===== src/hw/rtl/tdma_st_pkg.sv =====
// Package for the TDMA slot table with aging.
// Holds field widths, command and status codes, and the control/status structs.
// Used by every module of the block; depends on nothing.
`timescale 1ns / 1ps

package tdma_st_pkg;

    // Default table depth and the reset value of the idle timeout register.
    localparam int SLOT_COUNT_DEF = 10;
    localparam int TIMEOUT_W      = 16;
    localparam logic [TIMEOUT_W-1:0] TIMEOUT_RESET = 16'd30;

    // Field widths of one input item and one result item.
    localparam int CMD_W    = 2;
    localparam int NODE_W   = 8;
    localparam int TIME_W   = 32;
    localparam int STATUS_W = 3;
    localparam int SLOT_W   = 4;
    localparam int MASK_W   = 10;
    localparam int COUNT_W  = 4;

    localparam logic [COUNT_W-1:0] COUNT_MAX = 4'hF;

    // Command codes.
    localparam logic [CMD_W-1:0] CMD_JOIN    = 2'd0;
    localparam logic [CMD_W-1:0] CMD_REFRESH = 2'd1;
    localparam logic [CMD_W-1:0] CMD_SWEEP   = 2'd2;

    // Status codes.
    localparam logic [STATUS_W-1:0] ST_KEPT      = 3'd0;
    localparam logic [STATUS_W-1:0] ST_ASSIGNED  = 3'd1;
    localparam logic [STATUS_W-1:0] ST_FULL      = 3'd2;
    localparam logic [STATUS_W-1:0] ST_REFRESHED = 3'd3;
    localparam logic [STATUS_W-1:0] ST_NOT_FOUND = 3'd4;
    localparam logic [STATUS_W-1:0] ST_INVALID   = 3'd5;
    localparam logic [STATUS_W-1:0] ST_SWEPT     = 3'd6;

    // Commands from the controller to the datapath.
    typedef struct packed {
        logic load;    // capture the input item and restart the scan
        logic issue;   // read the table entry at the scan address and advance
        logic finish;  // form the result and write the table back
    } tdma_st_ctl_t;

    // Status from the datapath to the controller.
    typedef struct packed {
        logic skip;       // captured item needs no table scan
        logic last_addr;  // scan address points at the last entry
    } tdma_st_stat_t;

endpackage


===== src/hw/rtl/tdma_st_ctrl.sv =====
// Controller state machine of the TDMA slot table.
// Sequences load, table scan, drain and finish; drives busy and the done strobe.
// Depends on tdma_st_pkg.
`timescale 1ns / 1ps

module tdma_st_ctrl
(
    input  logic                       clk,
    input  logic                       rst_n,
    input  logic                       start,
    input  tdma_st_pkg::tdma_st_stat_t stat,
    output tdma_st_pkg::tdma_st_ctl_t  ctl,
    output logic                       busy,
    output logic                       done
);

    typedef enum logic [1:0] {
        S_IDLE,
        S_SCAN,
        S_DRAIN,
        S_FINISH
    } state_t;

    state_t state_reg;
    state_t state_next;
    logic   done_reg;
    logic   done_next;

    // Next state and datapath commands.
    always_comb
    begin
        state_next = state_reg;
        done_next  = 1'b0;
        ctl        = '0;
        case (state_reg)
            S_IDLE:
            begin
                if (start)
                begin
                    ctl.load   = 1'b1;
                    state_next = S_SCAN;
                end
            end
            S_SCAN:
            begin
                if (stat.skip)
                begin
                    state_next = S_FINISH;
                end
                else
                begin
                    ctl.issue = 1'b1;
                    if (stat.last_addr)
                    begin
                        state_next = S_DRAIN;
                    end
                end
            end
            S_DRAIN:
            begin
                // The last entry read is evaluated in this cycle.
                state_next = S_FINISH;
            end
            S_FINISH:
            begin
                ctl.finish = 1'b1;
                done_next  = 1'b1;
                state_next = S_IDLE;
            end
            default:
            begin
                state_next = S_IDLE;
            end
        endcase
    end

    // State and registered outputs.
    always_ff @(posedge clk or negedge rst_n)
    begin
        if (!rst_n)
        begin
            state_reg <= S_IDLE;
            done_reg  <= 1'b0;
        end
        else
        begin
            state_reg <= state_next;
            done_reg  <= done_next;
        end
    end

    assign busy = (state_reg != S_IDLE);
    assign done = done_reg;

endmodule


===== src/hw/rtl/tdma_st_dp.sv =====
// Datapath of the TDMA slot table: owner and last-seen memories, valid bits,
// scan address, match/free trackers, sweep aging, timeout register and result registers.
// Depends on tdma_st_pkg.
`timescale 1ns / 1ps

module tdma_st_dp
#(
    parameter int SLOT_COUNT = tdma_st_pkg::SLOT_COUNT_DEF
)
(
    input  logic                                   clk,
    input  logic                                   rst_n,
    input  tdma_st_pkg::tdma_st_ctl_t              ctl,
    output tdma_st_pkg::tdma_st_stat_t             stat,
    input  logic [tdma_st_pkg::CMD_W-1:0]          command,
    input  logic [tdma_st_pkg::NODE_W-1:0]         node_id,
    input  logic [tdma_st_pkg::TIME_W-1:0]         now_sec,
    input  logic                                   cfg_wr_en,
    input  logic [tdma_st_pkg::TIMEOUT_W-1:0]      cfg_wr_data,
    output logic [tdma_st_pkg::STATUS_W-1:0]       status,
    output logic [tdma_st_pkg::SLOT_W-1:0]         slot_number,
    output logic [tdma_st_pkg::MASK_W-1:0]         freed_mask,
    output logic [tdma_st_pkg::COUNT_W-1:0]        freed_count
);

    localparam int IDX_W = (SLOT_COUNT > 1) ? $clog2(SLOT_COUNT) : 1;
    localparam logic [IDX_W-1:0] LAST_IDX = IDX_W'(SLOT_COUNT - 1);

    // Table storage; an entry without its valid bit reads as a free slot.
    logic [tdma_st_pkg::NODE_W-1:0] owner_mem_reg [SLOT_COUNT];
    logic [tdma_st_pkg::TIME_W-1:0] seen_mem_reg  [SLOT_COUNT];
    logic [SLOT_COUNT-1:0]          valid_reg;
    logic [SLOT_COUNT-1:0]          valid_next;

    // Captured item and configuration.
    logic [tdma_st_pkg::CMD_W-1:0]     cmd_reg;
    logic [tdma_st_pkg::NODE_W-1:0]    node_reg;
    logic [tdma_st_pkg::TIME_W-1:0]    now_reg;
    logic [tdma_st_pkg::TIMEOUT_W-1:0] timeout_reg;

    // Scan pipeline.
    logic [IDX_W-1:0]               addr_reg;
    logic                           eval_vld_reg;
    logic [IDX_W-1:0]               eval_idx_reg;
    logic [tdma_st_pkg::NODE_W-1:0] rd_owner_reg;
    logic [tdma_st_pkg::TIME_W-1:0] rd_seen_reg;
    logic                           rd_valid_reg;

    // Scan trackers.
    logic                            match_found_reg, match_found_next;
    logic [IDX_W-1:0]                match_idx_reg, match_idx_next;
    logic                            free_found_reg, free_found_next;
    logic [IDX_W-1:0]                free_idx_reg, free_idx_next;
    logic [tdma_st_pkg::MASK_W-1:0]  mask_reg, mask_next;
    logic [tdma_st_pkg::COUNT_W-1:0] count_reg, count_next;

    // Result registers.
    logic [tdma_st_pkg::STATUS_W-1:0] status_reg, status_next;
    logic [tdma_st_pkg::SLOT_W-1:0]   slot_reg, slot_next;
    logic [tdma_st_pkg::MASK_W-1:0]   res_mask_reg, res_mask_next;
    logic [tdma_st_pkg::COUNT_W-1:0]  res_count_reg, res_count_next;

    // Write-back controls.
    logic                           owner_we;
    logic                           seen_we;
    logic [IDX_W-1:0]               wr_idx;
    logic [tdma_st_pkg::NODE_W-1:0] owner_eff;
    logic [tdma_st_pkg::TIME_W-1:0] age;
    logic                           is_sweep;
    logic                           expired;
    logic [IDX_W:0]                 slot_one_based;

    // An item with an unused command, or a join or refresh from node zero, is invalid.
    assign is_sweep = (cmd_reg == tdma_st_pkg::CMD_SWEEP);
    assign stat.skip = !is_sweep &&
                       (((cmd_reg != tdma_st_pkg::CMD_JOIN) &&
                         (cmd_reg != tdma_st_pkg::CMD_REFRESH)) ||
                        (node_reg == '0));
    assign stat.last_addr = (addr_reg == LAST_IDX);

    // Aging test on the entry just read, with wrapping subtraction.
    assign owner_eff = rd_valid_reg ? rd_owner_reg : '0;
    assign age       = now_reg - rd_seen_reg;
    assign expired   = (owner_eff != '0) &&
                       (age > {{(tdma_st_pkg::TIME_W - tdma_st_pkg::TIMEOUT_W){1'b0}},
                               timeout_reg});

    // Evaluate the entry read in the previous cycle.
    always_comb
    begin
        match_found_next = match_found_reg;
        match_idx_next   = match_idx_reg;
        free_found_next  = free_found_reg;
        free_idx_next    = free_idx_reg;
        mask_next        = mask_reg;
        count_next       = count_reg;
        valid_next       = valid_reg;
        if (ctl.load)
        begin
            match_found_next = 1'b0;
            free_found_next  = 1'b0;
            mask_next        = '0;
            count_next       = '0;
        end
        else if (eval_vld_reg)
        begin
            if (is_sweep)
            begin
                if (expired)
                begin
                    valid_next[eval_idx_reg] = 1'b0;
                    if (eval_idx_reg < tdma_st_pkg::MASK_W)
                    begin
                        mask_next = mask_reg | (tdma_st_pkg::MASK_W'(1) << eval_idx_reg);
                    end
                    if (count_reg != tdma_st_pkg::COUNT_MAX)
                    begin
                        count_next = count_reg + 1'b1;
                    end
                end
            end
            else
            begin
                if (!match_found_reg && (owner_eff == node_reg))
                begin
                    match_found_next = 1'b1;
                    match_idx_next   = eval_idx_reg;
                end
                if (!free_found_reg && (owner_eff == '0))
                begin
                    free_found_next = 1'b1;
                    free_idx_next   = eval_idx_reg;
                end
            end
        end

        // Set the valid bit of a newly assigned slot.
        if (owner_we)
        begin
            valid_next[wr_idx] = 1'b1;
        end
    end

    // Result and write-back at the end of an item.
    assign wr_idx         = match_found_reg ? match_idx_reg : free_idx_reg;
    assign slot_one_based = {1'b0, wr_idx} + 1'b1;

    always_comb
    begin
        status_next    = status_reg;
        slot_next      = slot_reg;
        res_mask_next  = res_mask_reg;
        res_count_next = res_count_reg;
        owner_we       = 1'b0;
        seen_we        = 1'b0;
        if (ctl.finish)
        begin
            slot_next      = '0;
            res_mask_next  = '0;
            res_count_next = '0;
            if (stat.skip)
            begin
                status_next = tdma_st_pkg::ST_INVALID;
            end
            else if (is_sweep)
            begin
                status_next    = tdma_st_pkg::ST_SWEPT;
                res_mask_next  = mask_reg;
                res_count_next = count_reg;
            end
            else if (match_found_reg)
            begin
                seen_we     = 1'b1;
                slot_next   = tdma_st_pkg::SLOT_W'(slot_one_based);
                status_next = (cmd_reg == tdma_st_pkg::CMD_JOIN) ?
                              tdma_st_pkg::ST_KEPT : tdma_st_pkg::ST_REFRESHED;
            end
            else if (cmd_reg == tdma_st_pkg::CMD_REFRESH)
            begin
                status_next = tdma_st_pkg::ST_NOT_FOUND;
            end
            else if (free_found_reg)
            begin
                owner_we    = 1'b1;
                seen_we     = 1'b1;
                slot_next   = tdma_st_pkg::SLOT_W'(slot_one_based);
                status_next = tdma_st_pkg::ST_ASSIGNED;
            end
            else
            begin
                status_next = tdma_st_pkg::ST_FULL;
            end
        end
    end

    // Control state: valid bits, scan address, pipeline flag, trackers, timeout.
    always_ff @(posedge clk or negedge rst_n)
    begin
        if (!rst_n)
        begin
            valid_reg       <= '0;
            addr_reg        <= '0;
            eval_vld_reg    <= 1'b0;
            match_found_reg <= 1'b0;
            free_found_reg  <= 1'b0;
            timeout_reg     <= tdma_st_pkg::TIMEOUT_RESET;
        end
        else
        begin
            valid_reg       <= valid_next;
            eval_vld_reg    <= ctl.issue;
            match_found_reg <= match_found_next;
            free_found_reg  <= free_found_next;
            if (ctl.load)
            begin
                addr_reg <= '0;
            end
            else if (ctl.issue && !stat.last_addr)
            begin
                addr_reg <= addr_reg + 1'b1;
            end
            if (cfg_wr_en)
            begin
                timeout_reg <= cfg_wr_data;
            end
        end
    end

    // Payload registers.
    always_ff @(posedge clk)
    begin
        if (ctl.load)
        begin
            cmd_reg  <= command;
            node_reg <= node_id;
            now_reg  <= now_sec;
        end
        match_idx_reg <= match_idx_next;
        free_idx_reg  <= free_idx_next;
        mask_reg      <= mask_next;
        count_reg     <= count_next;
        status_reg    <= status_next;
        slot_reg      <= slot_next;
        res_mask_reg  <= res_mask_next;
        res_count_reg <= res_count_next;
    end

    // Table memories: one registered read and one write per cycle each.
    always_ff @(posedge clk)
    begin
        if (ctl.issue)
        begin
            rd_owner_reg <= owner_mem_reg[addr_reg];
            rd_seen_reg  <= seen_mem_reg[addr_reg];
            rd_valid_reg <= valid_reg[addr_reg];
            eval_idx_reg <= addr_reg;
        end
        if (owner_we)
        begin
            owner_mem_reg[wr_idx] <= node_reg;
        end
        if (seen_we)
        begin
            seen_mem_reg[wr_idx] <= now_reg;
        end
    end

    assign status      = status_reg;
    assign slot_number = slot_reg;
    assign freed_mask  = res_mask_reg;
    assign freed_count = res_count_reg;

endmodule


===== src/hw/rtl/tdma_slot_table_with_aging.sv =====
// Top level of the TDMA slot table with aging.
// Instantiates tdma_st_ctrl and tdma_st_dp; depends on tdma_st_pkg.
`timescale 1ns / 1ps

// An item (join, refresh or sweep) is taken when start is high while busy is low.
// Its result appears on status, slot_number, freed_mask and freed_count for exactly
// one cycle with done high; the receiver cannot stall, so it must capture the result
// in that cycle. A valid item walks the table through its single read port, one entry
// per cycle, then passes a drain state and a finish state before done rises; busy
// falls in the done cycle, so a new item can be taken while done is high. An invalid
// item (unused command, or node id zero on a join or refresh) skips both the walk
// and the drain state and goes straight to the finish state.
// Write idle_timeout_sec through cfg_wr_en and cfg_wr_data only while no item is
// in flight.
module tdma_slot_table_with_aging
#(
    parameter int SLOT_COUNT = tdma_st_pkg::SLOT_COUNT_DEF
)
(
    input  logic                                clk,
    input  logic                                rst_n,
    input  logic                                start,
    output logic                                busy,
    input  logic [tdma_st_pkg::CMD_W-1:0]       command,
    input  logic [tdma_st_pkg::NODE_W-1:0]      node_id,
    input  logic [tdma_st_pkg::TIME_W-1:0]      now_sec,
    output logic                                done,
    output logic [tdma_st_pkg::STATUS_W-1:0]    status,
    output logic [tdma_st_pkg::SLOT_W-1:0]      slot_number,
    output logic [tdma_st_pkg::MASK_W-1:0]      freed_mask,
    output logic [tdma_st_pkg::COUNT_W-1:0]     freed_count,
    input  logic                                cfg_wr_en,
    input  logic [tdma_st_pkg::TIMEOUT_W-1:0]   cfg_wr_data
);

    tdma_st_pkg::tdma_st_ctl_t  ctl;
    tdma_st_pkg::tdma_st_stat_t stat;

    // Sequencer.
    tdma_st_ctrl u_ctrl
    (
        .clk   (clk),
        .rst_n (rst_n),
        .start (start),
        .stat  (stat),
        .ctl   (ctl),
        .busy  (busy),
        .done  (done)
    );

    // Table, trackers and result registers.
    tdma_st_dp
    #(
        .SLOT_COUNT (SLOT_COUNT)
    )
    u_dp
    (
        .clk         (clk),
        .rst_n       (rst_n),
        .ctl         (ctl),
        .stat        (stat),
        .command     (command),
        .node_id     (node_id),
        .now_sec     (now_sec),
        .cfg_wr_en   (cfg_wr_en),
        .cfg_wr_data (cfg_wr_data),
        .status      (status),
        .slot_number (slot_number),
        .freed_mask  (freed_mask),
        .freed_count (freed_count)
    );

endmodule


===== config.mk =====
export PLATFORM = sky130hd
export DESIGN_NAME = tdma_slot_table_with_aging
export DESIGN_NICKNAME = d
export VERILOG_FILES = /design/src/hw/rtl/tdma_st_pkg.sv /design/src/hw/rtl/tdma_st_ctrl.sv /design/src/hw/rtl/tdma_st_dp.sv /design/src/hw/rtl/tdma_slot_table_with_aging.sv
export SDC_FILE = /design/constraint.sdc
export NUM_CORES = 1
export LEC_CHECK = 0
export BUFFER_PORTS_ARGS = -buffer_cell sky130_fd_sc_hd__buf_2
export CELL_PAD_IN_SITES_DETAIL_PLACEMENT = 0
export CELL_PAD_IN_SITES_GLOBAL_PLACEMENT = 1
export CORE_UTILIZATION = 57
export DETAILED_ROUTE_END_ITERATION = 10
export PLACE_DENSITY = 0.95
export SLEW_MARGIN = 5
export SYNTH_ARGS = -nofsm -noshare
export SYNTH_HDL_FRONTEND = slang
export SYNTH_SLANG_ARGS = --single-unit

===== constraint.sdc =====
create_clock -name clk -period 7.8 [get_ports clk]
set_input_delay 0.39 -clock clk [delete_from_list [all_inputs] [get_ports clk]]
set_output_delay 0.39 -clock clk [all_outputs]
set_load 0.005 [all_outputs]

# Word-level counts from Yosys, hierarchy flattened
# Memories as Yosys holds them, arrays and structs flattened. A register that Yosys moved wholly into a read port is not among the register bits.
# Index checks and enable logic that the tools add are counted.
# totals
inputBits,62
n_memories,2
word_cells,141
mem_bits_rw,400
reg_bits,126
# memory_table
name,words,word_bits,rd,rd_ports_with_merged_regs,write_ports,line_no,source
u_dp.seen_mem_reg,10,32,1,1,1,tdma_st_dp.sv:31,logic [tdma_st_pkg::TIME_W-1:0] seen_mem_reg [SLOT_COUNT];
u_dp.owner_mem_reg,10,8,1,1,1,tdma_st_dp.sv:30,logic [tdma_st_pkg::NODE_W-1:0] owner_mem_reg [SLOT_COUNT];
# classes
magnitude_cmp,7
n_addsub,4
n_eq_ne,12
n_reduce_logical,33
bitwise,6
shifts,1
mux,54
# ops
op,count
2-to-1 mux 10 bit,5
> comparator 32 x 16 -> 1 bit,1
subtractor 32 bit,1
2-to-1 mux 1 bit,30
2-to-1 mux 4 bit,6
bitwise OR 10 bit,2
logical NOT 8 bit,2
AND reduction 4 bit,4
"< comparator 4 x 5 -> 1 bit, second input constant",3
"adder 4 x 1 -> 4 bit, second input constant",3
2-to-1 mux 2 bit,6
nonzero test 2 bit,6
bitwise AND 10 bit,1
NOT 10 bit,1
"<< shifter 1 x 4 -> 10 bit, first input constant",1
demux 1 bit (select 4 bit),2
== test 8 bit,1
"greater-or-equal comparator 4 x 1 -> 1 bit, second input constant",2
logical AND 1 bit,8
2-to-1 mux 8 bit,1
case mux 2 bit (4 select lines),1
nonzero test 8 bit,1
"== test 2 bit, second input constant",3
2-to-1 mux 3 bit,2
15 further kinds,24

# Longest topological paths before layout
# Gate-level depths: netlist of run 1.
# logic_depth
word_depth,12
depth_mapped,22

# By module
# Synthesis of run 1 repeated with hierarchy kept, for this count alone.
# hier_totals
cells_unflattened,1517
area_unflattened_um2,24058.1
# by_module_without_submodules
mod,cells_each,area_each_um2,seq_area_each_um2,instances
tdma_st_dp,1496,23837.9,16605.9,1
tdma_st_ctrl,21,220.2,75.1,1

# Worst setup path before layout of run 1
# OpenSTA, ideal clock, no wires.
# synth_timing
path_kind,register -> register
from,reg u_dp.now_reg[3] in the netlist's numbering
to,reg u_dp.mask_reg[0] in the netlist's numbering
slack_ns,3.691
n_path_buf,0
setup_ns,0.117
arrival_time_ns,3.992
required_ns,7.683
stages_incl_launch_ff,18
cell_sequence,edfxtp_1 > ha_1 > a21o_1 > a21oi_2 > nand2_1 > a21o_1 > a21o_1 > xor2_1 > ha_1 > and3_1 > a221o_1 > a221o_1 > nor3_1 > o221a_2 > and4_4 > a21oi_4 > nor3b_4 > a22o_1
# synth_between
elab_chain_cells,4
# synth_lines
item,line_no,source
"start, declared",tdma_st_dp.sv:38,logic [tdma_st_pkg::TIME_W-1:0] now_reg;
"start signal, assigned",tdma_st_dp.sv:236,now_reg <= now_sec;
subtractor 32 bit,tdma_st_dp.sv:83,assign age = now_reg - rd_seen_reg;
> comparator 32 x 16 -> 1 bit,tdma_st_dp.sv:85,"(age > {{(tdma_st_pkg::TIME_W - tdma_st_pkg::TIMEOUT_W){1'b0}},"
logical AND 1 bit,tdma_st_dp.sv:84,assign expired = (owner_eff != '0) &&
AND reduction 4 bit (no source line),--,
"end signal, assigned",tdma_st_dp.sv:240,mask_reg <= mask_next;
"end, declared",tdma_st_dp.sv:54,"logic [tdma_st_pkg::MASK_W-1:0] mask_reg, mask_next;"
# Every way passes these cells.
# A chain may end at the register's enable or synchronous reset.

# Worst setup path after layout of run 1
# layout_timing
from,reg u_dp.now_reg[0] in the netlist's numbering
to,reg u_dp.valid_reg[0]
# layout_between
elab_chain_cells,9
# layout_lines
item,line_no,source
subtractor 32 bit *,tdma_st_dp.sv:83,
> comparator 32 x 16 -> 1 bit *,tdma_st_dp.sv:85,
logical AND 1 bit *,tdma_st_dp.sv:84,
2-to-1 mux 10 bit *,tdma_st_dp.sv:109,if (expired)
2-to-1 mux 10 bit *,tdma_st_dp.sv:107,if (is_sweep)
2-to-1 mux 10 bit *,tdma_st_dp.sv:105,else if (eval_vld_reg)
2-to-1 mux 10 bit *,tdma_st_dp.sv:98,if (ctl.load)
bitwise OR 10 bit (no source line),--,
2-to-1 mux 10 bit *,tdma_st_dp.sv:138,if (owner_we)
via u_dp.valid_next[0],tdma_st_dp.sv:33,logic [SLOT_COUNT-1:0] valid_next;
"end signal, assigned",tdma_st_dp.sv:210,valid_reg <= valid_next;
"end, declared",tdma_st_dp.sv:32,logic [SLOT_COUNT-1:0] valid_reg;
# Mark *: on every way through the listed nets, which the timed path passes. The rest lies on a longest branch.

==> results by group, run 1 <==
Yosys
  • Top area cells in the synthesized netlist: sky130_fd_sc_hd__edfxtp_1 (64%), sky130_fd_sc_hd__mux4_2 (7.7%), sky130_fd_sc_hd__dfrtp_1 (3.3%), sky130_fd_sc_hd__ha_1 (3.0%), sky130_fd_sc_hd__mux2i_1 (2.1%)
  • Synth Area in Adders: 3.10%
  • Number of different library cells in the post-synthesis netlist: 83
  • Total standard cell area after synthesis: 24100 µm²
  • Mapped Nets: 1627
  • Largest family of logic cells by synthesized area: multiplexers
  • Main flop type after synthesis: sky130_fd_sc_hd__edfxtp_1
  • Portion of netlist area occupied by mux cells: 9.94%
  • Seq cells post-synth: 566
  • Parity-gate share of the synthesized area counting xor and xnor cells: 1.02%
  • YS warnings: 0
  • Area share of the largest cell type after synthesis: 64.3%
  • Fraction of registers with async set/reset: 6.36%
  • Syn avg cell area: 16.0 µm²
  • Number of enable flip-flop cells after synthesis: 516
  • Compound-Gate Fraction of Synth Area: 7.64%
  • Yosys top cell by area: sky130_fd_sc_hd__edfxtp_1
  • Mapped Cells: 1506
  • Simple-gate area share of the yosys netlist: 6.45%
  • Register area share after synthesis: 69.3%

STA
  • Slew at the pin closest to its max-slew limit: 1180 ps
  • Worst slew margin relative to its limit: 21.1%
  • Setup slack after layout: 2930 ps
  • Number of max-slew violations in the final report: 0
  • Worst-case clock skew: 27.7 ps
  • Setup repair after global routing missed its margin: false
  • Fin crit period: 4870 ps
  • Total negative slack for setup checks: 0 ps
  • Final clock period utilization by the worst path: 62.4%
  • Max Clk Rate: 205 MHz
  • Final Hold Violating Endpoints: 0
  • Final setup violation count: 0

Setup path
  • Largest fanout on the critical path: 17
  • Critical Path End Type: flop
  • List of cells traversed by the critical path: inv_1, ha_1, fa_1, nand2b_1, a21oi_2, o21a_1, nor2_1, nor3_1, nor2_1, xnor2_1, ha_1, nand4_1, nor2_1, nand3_1, a21oi_1, nor3_1, o221a_2, and4_4, a21oi_4, nor3b_4, a31oi_1
  • Data required time at the worst endpoint: 8240 ps
  • Cell with the most instances on the worst path: sky130_fd_sc_hd__nor2_1
  • Kind of start point of the critical path: flop
  • Crit path DAT: 5300 ps
  • Worst Path Class, Setup: reg2reg
  • Longest individual stage delay on the worst path: 520 ps
  • Slowest stage cell, crit path: sky130_fd_sc_hd__edfxtp_1
  • Setup slack on the worst flop-to-flop path: 2930 ps

Power
  • Logic gate share of total power: 27.3%
  • Switching component of the power: 2.80 mW
  • Switching Fraction: 30.6%
  • Leakage power: 9.55 nW
  • Sequential Power Share: 43.7%
  • Cell internal pwr: 6.35 mW
  • Worst vdd ir: 0.000173 V
  • Clock network power share: 29.0%
  • Power density over the cells: 334 nW/µm²

Finish
  • Final Core Density: 66.5%
  • Antenna fix cells: 0
  • Area taken by flip-flops and latches: 16700 µm²
  • Layout net count: 1770
  • Commonest non-fill, non-tap cells in the layout: sky130_fd_sc_hd__edfxtp_1 (516), sky130_fd_sc_hd__buf_2 (84), sky130_fd_sc_hd__mux4_2 (82), sky130_fd_sc_hd__a21oi_1 (79), sky130_fd_sc_hd__nand2_1 (75)
  • Number of flip-flops under the largest register name: 320
  • Fraction of layout cells with a size suffix above 1: 18.8%
  • Area occupied by multi-input gates: 6870 µm²
  • Number of inserted filler cells in the final layout: 2688
  • Most common cell after layout, fill and taps aside: sky130_fd_sc_hd__edfxtp_1
  • Growth of design area from synthesis to finish: 13.8%

Placement
  • I/O Buffers: 84
  • Detailed placement HPWL: 30400 µm
  • Setup WS pre-CTS: 3050 ps
  • Final weighted congestion of routability-driven global placement: 0.901

Drt
  • Detailed-route vias per instance: 6.09
  • Post-route antenna net violation count: 0
  • Number of DRC markers in iteration 0: 1215
  • Total iterations of the first detailed-routing run: 5
  • Via count: 13600
  • Aggregate routed wire length: 50600 µm
  • Remaining routing DRC violations: 0
  • Routed wire length per instance: 22.7 µm

Outcome
  • Status: completed

Die
  • Number of placement rows: 74
  • Io pins: 85
  • Die height: 208 µm
  • Initial core utilization: 58.4%
  • Die Width: 208 µm
  • Placeable core area: 41200 µm²
  • Area enclosed by the die boundary: 43100 µm²

Clock network
  • Cell chosen for the clock root: sky130_fd_sc_hd__clkbuf_16
  • Clock buffer count from CTS: 54
  • Sinks on the clock net: 566
  • Worst skew pair latency: 620 ps
  • CTS tree: yes
  • Number of post-CTS setup repair buffers: 0
  • Clk slew on worst S/H paths: 60 ps
  • Number of H-tree branching levels: 2
  • Longest Clk Path Bufs: 3

Run
  • Max Cap Violations: 0

GRT
  • Vias in the first global route: 13700
  • Initial antenna violation count: 0
  • Total grt overflow: 0
  • Aggregate global-route resource usage: 24.0%
  • Maximum number of pins on one net before global-route repair: 85
  • Wire length of the first global-routing pass: 78800 µm

Min path
  • Hold/Removal Path Class: in2reg
area by class of cell:
class                   count  area share, %
flip-flops and latches    566           60.9
clock buffers              80           5.89
multi-input cells         798           25.1
clock inverters            22          0.749
inverters                  75           1.03
repair buffers            154           3.93
well taps                 532           2.43
per-layer routing:
metal	vias to the layer above	GRT usage, %	wire (µm)
li1	6143	-	-
met1	6812	33.7	21500
met2	521	39.0	24600
met3	86	3.45	3270
met4	0	7.69	1130
met5	-	0	0
kinds of logic (layout without fill, tap and decap cells):
| group | count (synthesis) | after routing |
|---|---|---|
| XOR/XNOR | 28 | 28 |
| buffers and inverters | 142 | 331 |
| adder cells (fa/ha/maj) | 59 | 59 |
| AO/OA/AOI/OAI | 277 | 277 |
| multiplexers | 136 | 136 |
| AND/OR/NAND/NOR | 298 | 298 |
| flip-flops | 566 | 566 |
synth_stat cells, types with 5 or more instances:
cell,instances
sky130_fd_sc_hd__a211oi_1,44
sky130_fd_sc_hd__mux4_2,82
sky130_fd_sc_hd__a21o_1,18
sky130_fd_sc_hd__xnor2_1,19
sky130_fd_sc_hd__and2_1,20
sky130_fd_sc_hd__dfrtp_1,32
sky130_fd_sc_hd__ha_1,58
sky130_fd_sc_hd__dfxtp_1,14
sky130_fd_sc_hd__nor3_1,21
sky130_fd_sc_hd__edfxtp_1,516
sky130_fd_sc_hd__nand3_1,22
sky130_fd_sc_hd__a22o_1,7
sky130_fd_sc_hd__mux2i_1,50
sky130_fd_sc_hd__a21oi_1,79
sky130_fd_sc_hd__xor2_1,9
sky130_fd_sc_hd__and3_1,8
sky130_fd_sc_hd__o22ai_1,5
sky130_fd_sc_hd__o211ai_1,6
sky130_fd_sc_hd__inv_1,74
sky130_fd_sc_hd__buf_6,6
sky130_fd_sc_hd__nand2b_1,6
sky130_fd_sc_hd__nor2_1,58
sky130_fd_sc_hd__nand4_1,13
sky130_fd_sc_hd__o21a_1,14
sky130_fd_sc_hd__buf_1,13
sky130_fd_sc_hd__a21oi_2,6
sky130_fd_sc_hd__o21ai_0,48
sky130_fd_sc_hd__clkbuf_1,38
sky130_fd_sc_hd__a31oi_1,10
sky130_fd_sc_hd__nor2b_1,43
sky130_fd_sc_hd__nand2_1,75
power by group through the flow:
| stage | combinational, mW | sequential, mW | clock (mW) |
|---|---|---|---|
| 6_report | 2.49 | 4.00 | 2.66 |
| 5_1_grt | 2.75 | 4.04 | 2.81 |
| 4_1_cts | 2.50 | 4.00 | 2.69 |
| 3_5_place_dp | 2.45 | 4.06 | 0 |
| 2_1_floorplan | 1.99 | 3.91 | 0 |
| 3_3_place_gp | 2.40 | 4.04 | 0 |
worst max-delay path: cells and delay by family (launching register included):
kind,cells,cell delay [ps]
AO/OA/AOI/OAI,6,1370
XOR/XNOR,1,140
adder cells (fa/ha/maj),3,950
buffers and inverters,1,90
flip-flops,1,520
AND/OR/NAND/NOR,10,1650
path summary, 6_finish.rpt:
check | start | to | cells after the start
min in group asynchronous | rst_n | u_dp.eval_vld_reg | 2
worst min-delay path | cfg_wr_data[6] | u_dp.timeout_reg[6] | 3
max in group asynchronous | rst_n | u_dp.addr_reg[1] | 2
worst max-delay path | u_dp.now_reg[0] | u_dp.valid_reg[0] | 21
worst min register to register | u_dp.mask_reg[7] | u_dp.mask_reg[7] | 2
worst max register to register | u_dp.now_reg[0] | u_dp.valid_reg[0] | 21
stage by stage:
| step | instance area [µm²] | total power, mW | hold WS, ps | cells |
|---|---|---|---|---|
| finish | 27400 | 9.15 | 20.3 | 2227 |
| floorplan | 24100 | 5.90 | 94.4 | 1506 |
| detailed placement | 25100 | 6.51 | 447 | 2073 |
| global route | 27400 | 9.60 | 15.4 | 2227 |
| global placement | 25100 | 6.43 | 434 | 2073 |
| CTS | 27400 | 9.19 | 2.17 | 2227 |
what timing repair did:
action / in CTS / in global routing
gates resized for setup: 0 / 0
hold buffers: 52 / 0
endpoints found under the hold margin: 83 / 0
Power figures use the tool's default switching activity.
==> run 2, diff against run 1 <==
CORE_UTILIZATION = 48   (was 57)
PLACE_DENSITY = 0.86   (was 0.95)
clock period = 4.17 ns   (was 7.8 ns; I/O delays follow)
==> run 2 against run 1 <==
  * Wire length is 2.2% higher
  * Register-to-register slack worse by 2900 ps
  * Final cell count is 8.8% higher
  * First-iteration DRC count is 0.16% higher
  * Highest routed layer is now met5
==> results by group, run 2 (synthesized netlist as in run 1, its figures left out) <==
Placement
  • Detailed placement HPWL: 31800 µm
  • I/O Buffers: 84
  • Final weighted congestion of routability-driven global placement: 0.940
  • Post-DP Area: 25600 µm²

Clock network
  • Number of H-tree branching levels: 2
  • Worst skew pair latency: 610 ps
  • Sinks on the clock net: 566
  • Clk slew on worst S/H paths: 60 ps
  • Longest Clk Path Bufs: 3
  • Cell chosen for the clock root: sky130_fd_sc_hd__clkbuf_16
  • Clock buffer count from CTS: 56
  • CTS tree: yes

Power
  • Leakage power: 9.85 nW
  • Worst vdd ir: 0.000405 V
  • Power density over the cells: 614 nW/µm²

Finish
  • Layout net count: 1834
  • Final Core Density: 57.2%
  • Final std cell area, no fill: 28200 µm²
  • Fraction of layout cells with a size suffix above 1: 21.2%
  • Commonest non-fill, non-tap cells in the layout: sky130_fd_sc_hd__edfxtp_1 (516), sky130_fd_sc_hd__buf_2 (84), sky130_fd_sc_hd__mux4_2 (82), sky130_fd_sc_hd__a21oi_1 (77), sky130_fd_sc_hd__nand2_1 (75)
  • Number of flip-flops under the largest register name: 320
  • Growth of design area from synthesis to finish: 17.1%
  • Most common cell after layout, fill and taps aside: sky130_fd_sc_hd__edfxtp_1

Setup path
  • Largest fanout on the critical path: 6
  • Worst Path Class, Setup: reg2reg
  • Longest individual stage delay on the worst path: 410 ps
  • Crit path DAT: 4660 ps
  • Worst path buffer plus inverter count: 1
  • Kind of start point of the critical path: flop
  • Slowest stage cell, crit path: sky130_fd_sc_hd__edfxtp_1
  • List of cells traversed by the critical path: ha_1, nor2b_1, o2111ai_2, nand2_1, a21o_1, a21o_1, xor2_1, ha_1, and3_4, a221o_1, a221o_1, nor3_2, o221a_2, and4_4, a21oi_4, nor3b_4, buf_6, a22o_1
  • Setup slack on the worst flop-to-flop path: 20 ps
  • Dominant delay contributor by cell family on the critical path: compound AO/OA/AOI/OAI gates
  • Critical Path End Type: flop
  • Data required time at the worst endpoint: 4670 ps

STA
  • Worst-case clock skew: 20.8 ps
  • Total negative slack for setup checks: 0 ps
  • Slew at the pin closest to its max-slew limit: 983 ps
  • Setup repair after global routing missed its margin: true
  • Final Hold Violating Endpoints: 0
  • Final clock period utilization by the worst path: 99.6%
  • Final setup violation count: 0
  • Worst slew margin relative to its limit: 34.2%
  • Hold Worst Slack: 40.6 ps
  • Fin crit period: 4150 ps
  • Max Clk Rate: 241 MHz
  • Number of max-slew violations in the final report: 0

Die
  • Die height: 226 µm
  • Placeable core area: 49300 µm²
  • Die Width: 226 µm
  • Initial core utilization: 48.9%
  • Number of placement rows: 81
  • Area enclosed by the die boundary: 51100 µm²
  • Io pins: 85

Drt
  • Aggregate routed wire length: 51700 µm
  • Detailed-route vias per instance: 5.66
  • Remaining routing DRC violations: 0
  • Post-route antenna net violation count: 0
  • Number of DRC markers in iteration 0: 1217
  • Via count: 13700
  • Routed wire length per instance: 21.3 µm
  • Total iterations of the first detailed-routing run: 7

GRT
  • Total grt overflow: 0
  • Aggregate global-route resource usage: 20.5%
  • Initial antenna violation count: 2
  • Wire length of the first global-routing pass: 78600 µm
  • Maximum number of pins on one net before global-route repair: 88
  • Vias in the first global route: 13700

Outcome
  • Status: completed

Min path
  • Hold/Removal Path Class: in2reg

Run
  • Max Cap Violations: 0
-- run 2: changes by cell type in the layout (fill, tap and decap cells not counted), sizes merged --
| cell | delta |
|---|---|
| buf | +54 |
| dlygate4sd3 | +8 |
| clkbuf | +2 |
| bufinv | -1 |
| clkinv | +1 |
| diode | +1 |
-- run 2: worst register-to-register path: cells and delay by family, from the launching register on --
kind | cells | cell delay (ps)
DFF | 1 | 410
adders and majority gates | 2 | 580
and+or+nand+nor | 6 | 990
AOI/OAI and AO/OA | 8 | 1750
buffers and inverters | 1 | 150
xor gates and xnor gates | 1 | 150
-- run 2: stage by stage --
step | setup WS [ps] | power [mW] | instances
3_5_place_dp | -20.0 | 12.4 | 2251
6_report | 15.3 | 17.3 | 2424
4_1_cts | 10.4 | 17.3 | 2418
5_1_grt | -149 | 18.2 | 2424
3_3_place_gp | 111 | 12.3 | 2251
2_1_floorplan | 61.3 | 11.0 | 1506
-- run 2: worst paths after layout --
kind	startpoint	to	depth (start not counted)
setup / recovery	u_dp.now_reg[1]	u_dp.mask_reg[1]	18
hold / removal	cfg_wr_en	u_dp.timeout_reg[1]	3
setup reg to reg	u_dp.now_reg[1]	u_dp.mask_reg[1]	18
hold reg to reg	u_dp.mask_reg[5]	u_dp.mask_reg[5]	2
max in group asynchronous	rst_n	u_dp.addr_reg[1]	2
min in group asynchronous	rst_n	u_ctrl.done	2
-- run 2: timing repair --
action | in CTS | in global routing
setup buffers | 3 | 5
pin swaps | 0 | 8
hold buffers | 60 | 0
resized for setup | 3 | 20
endpoints found under the setup margin | 4 | 24
hold endpoints to repair | 90 | 0
-- run 2: routing by layer --
layer / global-route usage [%] / vias to the layer above / share of wire (%)
li1: - / 6292 / -
met1: 28.2 / 6934 / 43
met2: 33.4 / 393 / 49
met3: 3.08 / 87 / 5.3
met4: 7.57 / 2 / 2.6
met5: 0 / - / 0.021
-- run 2: final cells by class --
cell class | instances | area, µm²
antenna | 1 | 2.50
clock buffer | 82 | 1580
clock inverter | 22 | 190
fill | 3745 | 21100
inverter | 75 | 282
multi-input combinational | 798 | 6960
sequential | 566 | 16700
tap | 664 | 831
timing repair buffer | 216 | 1650
-- run 2: report_power, final --
group / total (mW) / internal, mW / switching, mW
combinational: 5.11 / 2.25 / 2.85
clock: 4.87 / 2.76 / 2.10
sequential: 7.34 / 6.95 / 0.395
